### src/rtl/core/htoi_pkg.sv
// Package for the hex text to integer parser: shared types, character codes
// and the character classifier. No dependencies.
`default_nettype none

package htoi_pkg;

    localparam int unsigned DEF_MAX_DIGITS = 16;
    localparam int unsigned CHAR_W         = 8;
    localparam int unsigned VALUE_W        = 64;

    localparam logic [CHAR_W-1:0] CH_ZERO  = 8'h30;  // '0'
    localparam logic [CHAR_W-1:0] CH_X     = 8'h78;  // 'x'
    localparam logic [CHAR_W-1:0] CH_H     = 8'h68;  // 'h'
    localparam logic [CHAR_W-1:0] CH_MINUS = 8'h2D;  // '-'
    localparam logic [CHAR_W-1:0] CH_PLUS  = 8'h2B;  // '+'
    localparam logic [CHAR_W-1:0] CH_SPACE = 8'h20;
    localparam logic [CHAR_W-1:0] CH_TAB   = 8'h09;
    localparam logic [CHAR_W-1:0] CH_CR    = 8'h0D;

    typedef struct packed {
        logic [CHAR_W-1:0] character;
        logic              terminator;
    } t_item;

    typedef struct packed {
        logic [VALUE_W-1:0] value;
        logic               ok;
    } t_result;

    typedef struct packed {
        logic       is_hex;
        logic [3:0] digit;
    } t_hex;

    function automatic logic is_blank(input logic [CHAR_W-1:0] c);
        return (c == CH_SPACE) || ((c >= CH_TAB) && (c <= CH_CR));
    endfunction

    function automatic t_hex hex_decode(input logic [CHAR_W-1:0] c);
        t_hex h;
        h.is_hex = 1'b0;
        h.digit  = 4'd0;
        if (c >= 8'h30 && c <= 8'h39) begin
            h.is_hex = 1'b1;
            h.digit  = c[3:0];
        end else if ((c >= 8'h61 && c <= 8'h66) || (c >= 8'h41 && c <= 8'h46)) begin
            h.is_hex = 1'b1;
            h.digit  = 4'(c[2:0] + 3'd1) + 4'd8;
        end
        return h;
    endfunction

endpackage

`default_nettype wire

### src/rtl/core/htoi_if.sv
// Handshake channels of the parser: input character items and result items.
// Depends on htoi_pkg.
`default_nettype none

interface htoi_in_if;
    import htoi_pkg::*;
    logic              valid;
    logic              ready;
    logic [CHAR_W-1:0] character;
    logic              terminator;

    modport source (output valid, character, terminator, input ready);
    modport sink   (input valid, character, terminator, output ready);
endinterface

interface htoi_out_if;
    import htoi_pkg::*;
    logic                      valid;
    logic                      ready;
    logic signed [VALUE_W-1:0] value;
    logic                      ok;

    modport source (output valid, value, ok, input ready);
    modport sink   (input valid, value, ok, output ready);
endinterface

`default_nettype wire

### src/rtl/core/htoi_in_stage.sv
// Input register of the parser: holds one character item until the parse
// step takes it. Depends on htoi_pkg.
`default_nettype none

module htoi_in_stage
    import htoi_pkg::*;
(
    input  wire logic  i_clk,
    input  wire logic  i_rst_n,
    input  wire logic  i_valid,
    input  wire t_item i_item,
    input  wire logic  i_advance,
    output logic       o_ready,
    output logic       o_valid,
    output t_item      o_item
);

    logic  r_valid;
    t_item r_item;

    assign o_ready = !r_valid || i_advance;

    always_ff @(posedge i_clk) begin
        if (!i_rst_n) begin
            r_valid <= 1'b0;
        end else if (o_ready) begin
            r_valid <= i_valid;
        end
        if (o_ready && i_valid) begin
            r_item <= i_item;
        end
    end

    assign o_valid = r_valid;
    assign o_item  = r_item;

endmodule

`default_nettype wire

### src/rtl/core/htoi_parse.sv
// Parse state of the hex text parser: phase, sign, accumulator, digit count
// and error flag, updated once per item. Depends on htoi_pkg.
`default_nettype none

module htoi_parse
    import htoi_pkg::*;
#(
    parameter int unsigned MAX_DIGITS = DEF_MAX_DIGITS
) (
    input  wire logic  i_clk,
    input  wire logic  i_rst_n,
    input  wire logic  i_step,
    input  wire t_item i_item,
    output t_result    o_result
);

    localparam int unsigned CNT_W = $clog2(MAX_DIGITS + 1);

    typedef enum logic [2:0] {
        PH_LEAD,
        PH_ZERO1,
        PH_X,
        PH_ZEROS,
        PH_BODY,
        PH_AFTER
    } t_phase;

    t_phase             r_phase,  n_phase;
    logic               r_neg,    n_neg;
    logic [VALUE_W-1:0] r_acc,    n_acc;
    logic [CNT_W-1:0]   r_count,  n_count;
    logic               r_failed, n_failed;

    logic [CHAR_W-1:0] c;
    logic              blank;
    t_hex              hx;
    logic              good;

    assign c     = i_item.character;
    assign blank = is_blank(c);
    assign hx    = hex_decode(c);
    assign good  = !r_failed && (r_phase != PH_X);

    always_comb begin
        o_result.ok    = good;
        o_result.value = '0;
        if (good) begin
            o_result.value = r_neg ? (-r_acc) : r_acc;
        end
    end

    always_comb begin
        logic body;
        body     = 1'b0;
        n_phase  = r_phase;
        n_neg    = r_neg;
        n_acc    = r_acc;
        n_count  = r_count;
        n_failed = r_failed;
        if (i_item.terminator) begin
            n_phase  = PH_LEAD;
            n_neg    = 1'b0;
            n_acc    = '0;
            n_count  = '0;
            n_failed = 1'b0;
        end else if (!r_failed) begin
            case (r_phase)
                PH_LEAD: begin
                    if (blank || c == CH_PLUS) begin
                        n_phase = PH_LEAD;
                    end else if (c == CH_MINUS) begin
                        n_neg = !r_neg;
                    end else if (c == CH_ZERO) begin
                        n_phase = PH_ZERO1;
                    end else begin
                        body = 1'b1;
                    end
                end
                PH_ZERO1: begin
                    if (c == CH_X) begin
                        n_phase = PH_X;
                    end else if (c == CH_ZERO) begin
                        n_phase = PH_ZEROS;
                    end else begin
                        body = 1'b1;
                    end
                end
                PH_X, PH_ZEROS: begin
                    if (c == CH_ZERO) begin
                        n_phase = PH_ZEROS;
                    end else begin
                        body = 1'b1;
                    end
                end
                PH_BODY: begin
                    body = 1'b1;
                end
                PH_AFTER: begin
                    if (blank) begin
                        n_failed = 1'b1;
                    end
                end
                default: begin
                    n_failed = 1'b1;
                end
            endcase
            // significant digits, 'h' terminator, or an error
            if (body) begin
                if (blank) begin
                    n_failed = 1'b1;
                end else if (c == CH_H) begin
                    n_phase = PH_AFTER;
                end else if (!hx.is_hex || r_count >= CNT_W'(MAX_DIGITS)) begin
                    n_failed = 1'b1;
                end else begin
                    n_acc   = {r_acc[VALUE_W-5:0], hx.digit};
                    n_count = r_count + 1'b1;
                    n_phase = PH_BODY;
                end
            end
        end
    end

    always_ff @(posedge i_clk) begin
        if (!i_rst_n) begin
            r_phase  <= PH_LEAD;
            r_neg    <= 1'b0;
            r_acc    <= '0;
            r_count  <= '0;
            r_failed <= 1'b0;
        end else if (i_step) begin
            r_phase  <= n_phase;
            r_neg    <= n_neg;
            r_acc    <= n_acc;
            r_count  <= n_count;
            r_failed <= n_failed;
        end
    end

endmodule

`default_nettype wire

### src/rtl/core/htoi_out_stage.sv
// Result register of the parser: holds one result item until the sink
// takes it. Depends on htoi_pkg.
`default_nettype none

module htoi_out_stage
    import htoi_pkg::*;
(
    input  wire logic    i_clk,
    input  wire logic    i_rst_n,
    input  wire logic    i_load,
    input  wire t_result i_result,
    input  wire logic    i_ready,
    output logic         o_free,
    output logic         o_valid,
    output t_result      o_result
);

    logic    r_valid;
    t_result r_result;

    assign o_free = !r_valid || i_ready;

    always_ff @(posedge i_clk) begin
        if (!i_rst_n) begin
            r_valid <= 1'b0;
        end else if (o_free) begin
            r_valid <= i_load;
        end
        if (i_load) begin
            r_result <= i_result;
        end
    end

    assign o_valid  = r_valid;
    assign o_result = r_result;

endmodule

`default_nettype wire

### src/rtl/core/hex_text_to_integer.sv
// A terminator item's result passes from the input register to the result register,
// where the sink can take it.
// Throughput: one item per cycle while no result is stalled; the one-character state update between
// the input register and the result register sets that figure.
// A terminator waits in the input register only while a result is stalled.
// Reset (synchronous, active low) empties both registers and the parse state.
// Depends on htoi_pkg, htoi_if, htoi_in_stage, htoi_parse, htoi_out_stage.
`default_nettype none

module hex_text_to_integer
    import htoi_pkg::*;
#(
    parameter int unsigned MAX_DIGITS = DEF_MAX_DIGITS
) (
    input  wire logic   i_clk,
    input  wire logic   i_rst_n,
    htoi_in_if.sink     i_in,
    htoi_out_if.source  o_out
);

    t_item   in_item;
    t_item   st_item;
    logic    st_valid;
    logic    advance;
    logic    out_free;
    t_result parse_res;
    t_result out_res;

    assign in_item.character  = i_in.character;
    assign in_item.terminator = i_in.terminator;

    // a terminator moves on only when the result register can take it
    assign advance = st_valid && (!st_item.terminator || out_free);

    htoi_in_stage u_in (
        .i_clk     (i_clk),
        .i_rst_n   (i_rst_n),
        .i_valid   (i_in.valid),
        .i_item    (in_item),
        .i_advance (advance),
        .o_ready   (i_in.ready),
        .o_valid   (st_valid),
        .o_item    (st_item)
    );

    htoi_parse #(
        .MAX_DIGITS (MAX_DIGITS)
    ) u_parse (
        .i_clk    (i_clk),
        .i_rst_n  (i_rst_n),
        .i_step   (advance),
        .i_item   (st_item),
        .o_result (parse_res)
    );

    htoi_out_stage u_out (
        .i_clk    (i_clk),
        .i_rst_n  (i_rst_n),
        .i_load   (advance && st_item.terminator),
        .i_result (parse_res),
        .i_ready  (o_out.ready),
        .o_free   (out_free),
        .o_valid  (o_out.valid),
        .o_result (out_res)
    );

    assign o_out.value = out_res.value;
    assign o_out.ok    = out_res.ok;

endmodule

`default_nettype wire

### src/flat_wrapper.sv
// flat-port wrapper written by rule: the top's interface ports become plain ports
module hex_text_to_integer_flat import htoi_pkg::*;
#(
    parameter int unsigned MAX_DIGITS = DEF_MAX_DIGITS
)
  (i_clk, i_rst_n, i_in_valid, i_in_character, i_in_terminator, i_in_ready, o_out_valid, o_out_value, o_out_ok, o_out_ready);
  htoi_in_if i_in_i ();
  htoi_out_if o_out_i ();
  input  wire logic i_clk;
  input  wire logic i_rst_n;
  input wire logic [$bits(i_in_i.valid)-1:0] i_in_valid;
  input wire logic [$bits(i_in_i.character)-1:0] i_in_character;
  input wire logic [$bits(i_in_i.terminator)-1:0] i_in_terminator;
  output wire logic [$bits(i_in_i.ready)-1:0] i_in_ready;
  output wire logic [$bits(o_out_i.valid)-1:0] o_out_valid;
  output wire logic [$bits(o_out_i.value)-1:0] o_out_value;
  output wire logic [$bits(o_out_i.ok)-1:0] o_out_ok;
  input wire logic [$bits(o_out_i.ready)-1:0] o_out_ready;
  assign i_in_i.valid = i_in_valid;
  assign i_in_i.character = i_in_character;
  assign i_in_i.terminator = i_in_terminator;
  assign i_in_ready = i_in_i.ready;
  assign o_out_valid = o_out_i.valid;
  assign o_out_value = o_out_i.value;
  assign o_out_ok = o_out_i.ok;
  assign o_out_i.ready = o_out_ready;
  hex_text_to_integer #(.MAX_DIGITS(MAX_DIGITS)) u_core (.i_clk(i_clk), .i_rst_n(i_rst_n), .i_in(i_in_i), .o_out(o_out_i));
endmodule
### config.mk
export PLATFORM = sky130hd
export DESIGN_NAME = hex_text_to_integer_flat
export DESIGN_NICKNAME = d
export VERILOG_FILES = /design/src/rtl/core/htoi_pkg.sv /design/src/rtl/core/htoi_if.sv /design/src/rtl/core/htoi_in_stage.sv /design/src/rtl/core/htoi_parse.sv /design/src/rtl/core/htoi_out_stage.sv /design/src/rtl/core/hex_text_to_integer.sv /design/src/flat_wrapper.sv
export SDC_FILE = /design/constraint.sdc
export NUM_CORES = 1
export LEC_CHECK = 0
export BUFFER_PORTS_ARGS = -buffer_cell sky130_fd_sc_hd__buf_2
export CELL_PAD_IN_SITES_DETAIL_PLACEMENT = 1
export CELL_PAD_IN_SITES_GLOBAL_PLACEMENT = 1
export CORE_MARGIN = 3
export CORE_UTILIZATION = 41
export CTS_CLUSTER_SIZE = 16
export DETAILED_ROUTE_END_ITERATION = 8
export PLACE_DENSITY_LB_ADDON = 0.1
export REMOVE_ABC_BUFFERS = 1
export SLEW_MARGIN = 20
export SYNTH_ARGS = -nofsm -noshare
export SYNTH_HDL_FRONTEND = slang
export SYNTH_SLANG_ARGS = --single-unit
### constraint.sdc
create_clock -name i_clk -period 2.6 [get_ports i_clk]
set_input_delay 0.26 -clock i_clk [delete_from_list [all_inputs] [get_ports i_clk]]
set_output_delay 0.26 -clock i_clk [all_outputs]
set_load 0.01 [all_outputs]
==> results by group <==
Timing
  – Worst-Margin Slew: about 0.8 ns
  – Slew Viols, Final: 0
  – Hold_ws: ~0.024 ns
  – Setup TNS: 0 ns
  – Slew HR: 0.482
  – Final setup violation count: 0
  – Tmin final: ~2.5 ns
  – F_max: 392 MHz
  – Tcrit/Tclk final: 0.981
  – Final-report hold violation count: 0
  – Clock skew: roughly 0.0066 ns

Setup path
  – Delay-heaviest family, CP: simple AND/OR/NAND/NOR gates
  – Crit Path Category: flip-flop to flip-flop
  – Critical Path Slowest Stage Cell: or4_4
  – Critical Path RT: 2.90 ns
  – Startpoint class of the critical path: flip-flop
  – CP Buf/Inv Count: 0
  – Cell breakdown of the critical path: or4_4, or3_4, or4_4, or4_4, nand3_1
  – Crit Path Max Fanout: 5
  – Max stage delay on crit path: 0.57 ns
  – Most used cell, CP: or4_4
  – Endpoint type of the worst setup path: flip-flop
  – Crit path DAT: roughly 2.9 ns

Power
  – Peak supply drop: 0.000470 V
  – Leak: roughly 0.0039 uW
  – Pwr per Cell Area: between 500 and 600 nW/um^2
  – Clock share of power: 0.461
  – Reg power frac: 0.482
  – Int Power: 4010 uW
  – Combinational power share: 0.057
  – Psw: approximately 1200 uW
  – Switching Share: 0.232

Routing
  – DR iter-0 viols: just over 500
  – DR vias/cell: roughly 6.0
  – Per-cell routed wire length: 20.4 um
  – Via count: between 7000 and 8000
  – Aggregate routed wire length: 25600 um
  – Post-route ant nets: 0
  – Drt first pass iters: 5
  – DRC errors left: 0

Final layout
  – Share of layout cells above drive strength 1: 0.222
  – Number of diodes: 0
  – Area Growth Syn to Fin: 21.8%
  – Final nets: 998

Floorplan
  – Rows: 50
  – Starting Density: 0.424
  – Die ar.: about 21000 um^2
  – I/O Pins: 80
  – Die height: roughly 150 um
  – CORE AREA: around 19000 um^2
  – Die Wd: between 100 and 150 um

Synth
  – Syn avg cell area: between 9 and 10 um^2
  – Number of synthesized flops with an enable pin: 74
  – Synth Instances: 878
  – Post-synth ARST share: 0
  – Yosys cell types: 66
  – Post-Syn Area: about 8100 um^2
  – Sequential fraction of the synthesis area: 0.462
  – FF+latch count, synth: 150
  – Yosys top cell area share: 0.274
  – Top FF cell, synth: dfxtp_1
  – Yosys warns: 0
  – Synth area leaders: edfxtp_1 (27%), dfxtp_1 (19%), nand3b_1 (5.9%)
  – Largest area contributor in the netlist: edfxtp_1

Global routing
  – Initial antenna violation count: 0
  – Global-route wire length before repair: between 40000 and 50000 um
  – Pin count of the biggest net entering global routing: 64
  – Gr ovfl total: 0
  – Vias in the first global route: ~8000
  – GRT Overall Usage: 0.237

Clocking
  – Worst-Skew Late Latency: 0.43 ns
  – H-tree levels: 4
  – Clock buffer depth: 2
  – Root buf cell: clkbuf_16
  – CTS tree: yes
  – TritonCTS Sinks: 150
  – Clk slew on worst S/H paths: about 0.06 ns
  – CTS Buf Count: 17

Placed design
  – IO buf count: 79
  – DP Wirelength: 16700 um
  – RePlAce Congestion: a little over 0.8

Flow run
  – Max-cap viol count: 0

Worst hold path
  – Hold crit path type: input pin to flip-flop

Outcome
  – Status: finished, final reports clean
sequential cells by signal (all words and copies together) (netlist names):
name and cells:
u_core.u_parse.r_failed 1, u_core.u_in.o_valid 1, u_core.u_out.o_valid 1, u_core.u_parse.r_count 5, u_core.u_out.o_result 65, u_core.u_parse.r_phase 3
u_core.u_in.o_item 9, u_core.u_parse.r_acc 64, u_core.u_parse.r_neg 1
worst reg2reg max path: cells and delay by family, from the launching register on:
family	cells	cell delay [ns]
flops	1	0.32
simple gates	5	2.11
power groups by stage:
stage / Combinational, uW / Clock, uW / Sequential (uW)
detailed placement: 276 / 0 / 2570
global route: 319 / 2550 / 2520
floorplan: 126 / 0 / 2590
finish: 295 / 2410 / 2520
CTS: 287 / 2430 / 2520
global placement: 268 / 0 / 2570
metrics by stage:
stage | instance area, um^2 | utilization | power (uW) | setup slack, ns | cells
floorplan | 7770 | - | 2710 | -2.69 | 797
global placement | 9090 | 0.476 | 2840 | 0.0908 | 1207
detailed placement | 9090 | 0.476 | 2840 | 0.0657 | 1207
CTS | 9730 | 0.510 | 5240 | 0.0222 | 1247
global route | 9860 | 0.517 | 5390 | -0.0117 | 1253
finish | 9860 | 0.517 | 5220 | 0.0502 | 1253
layout make-up:
cell class | count | area (um^2)
tap | 260 | 325
inverter | 18 | 67.6
multi-input combinational | 629 | 4050
sequential | 150 | 3740
clock inverter | 8 | 73.8
timing repair buffer | 164 | 1110
fill | 2198 | 9220
clock buffer | 24 | 492
layer usage:
metal,vias to the layer above,wire length (um),part of all wire,track usage
met4,0,538,0.021,0.0757
met2,211,12900,0.51,0.413
li1,3495,-,-,-
met5,-,0,0,0
met3,48,1010,0.039,0.0382
met1,3787,11100,0.43,0.300
synth_stat cells (6+ instances only):
master    count
a21oi_1      83
a31oi_1       6
buf_1         6
clkbuf_1     68
dfxtp_1      76
edfxtp_1     74
inv_1        17
mux2i_1      11
nand2_1      34
nand2b_1     11
nand3_1      78
nand3b_1     64
nand4_1      14
nor2_1       64
nor3_1       31
nor4_1       16
o21ai_0      20
o31ai_1      25
o41ai_1      10
or2_2         7
or3_1        25
or4_1        13
xor2_1       38
final timing paths:
| path | start | end | slack, ns | depth (start not counted) |
|---|---|---|---|---|
| hold reg to reg | u_core.u_parse.r_count[1] | u_core.u_parse.r_count[1] | 0.52 | 2 |
| setup reg to reg | u_core.u_parse.r_acc[7] | u_core.u_out.o_result[54] | 0.05 | 5 |
| hold / removal | i_in_terminator | u_core.u_in.o_item[0] | 0.02 | 1 |
| setup / recovery | u_core.u_parse.r_acc[7] | u_core.u_out.o_result[54] | 0.05 | 5 |
what timing repair did:
action	in CTS	in global routing
hold buffers	8	0
resized for setup	0	15
hold endpoints to repair	8	0
buffers inserted	0	5
endpoints found under the setup margin	0	66
kinds of logic (layout without fill, tap and decap cells):
kind of cell               count (synthesis)  count (layout)  synth area share
AOI/OAI and AO/OA                        187             187             0.151
xor gates and xnor gates                  40              40            0.0433
adders and majority gates                  5               5           0.00773
buffers and inverters                     99             214            0.0493
DFF                                      150             150             0.462
muxes                                     11              11            0.0136
and+or+nand+nor                          386             386             0.273
layout by cell type, fill, tap and decap left out, drive strengths merged, types with 3 or more instances in the layout:
| cell | Yosys | routed |
|---|---|---|
| nor2 | 64 | 64 |
| clkinvlp | 0 | 4 |
| nand3 | 78 | 78 |
| inv | 17 | 17 |
| dlygate4sd3 | 0 | 8 |
| a311oi | 3 | 3 |
| a22oi | 3 | 3 |
| xor2 | 38 | 38 |
| clkinv | 1 | 4 |
| clkbuf | 68 | 25 |
| o41ai | 11 | 11 |
| a2111o | 5 | 5 |
| or2 | 8 | 8 |
| or4 | 16 | 16 |
| nand2b | 11 | 11 |
| nand2 | 34 | 34 |
| nand3b | 64 | 64 |
| nor4 | 17 | 17 |
| a31oi | 6 | 6 |
| ha | 5 | 5 |
| o211ai | 5 | 5 |
| a211oi | 3 | 3 |
| a21oi | 83 | 83 |
| o31ai | 26 | 26 |
| nand4 | 14 | 14 |
| dfxtp | 76 | 76 |
| or3 | 27 | 27 |
| mux2i | 11 | 11 |
| nor4b | 4 | 4 |
| nor3 | 31 | 31 |
| o21ai | 20 | 20 |
| buf | 13 | 155 |
| a2111oi | 5 | 5 |
| nand4b | 5 | 5 |
| edfxtp | 74 | 74 |
Power figures use the tool's default switching activity.
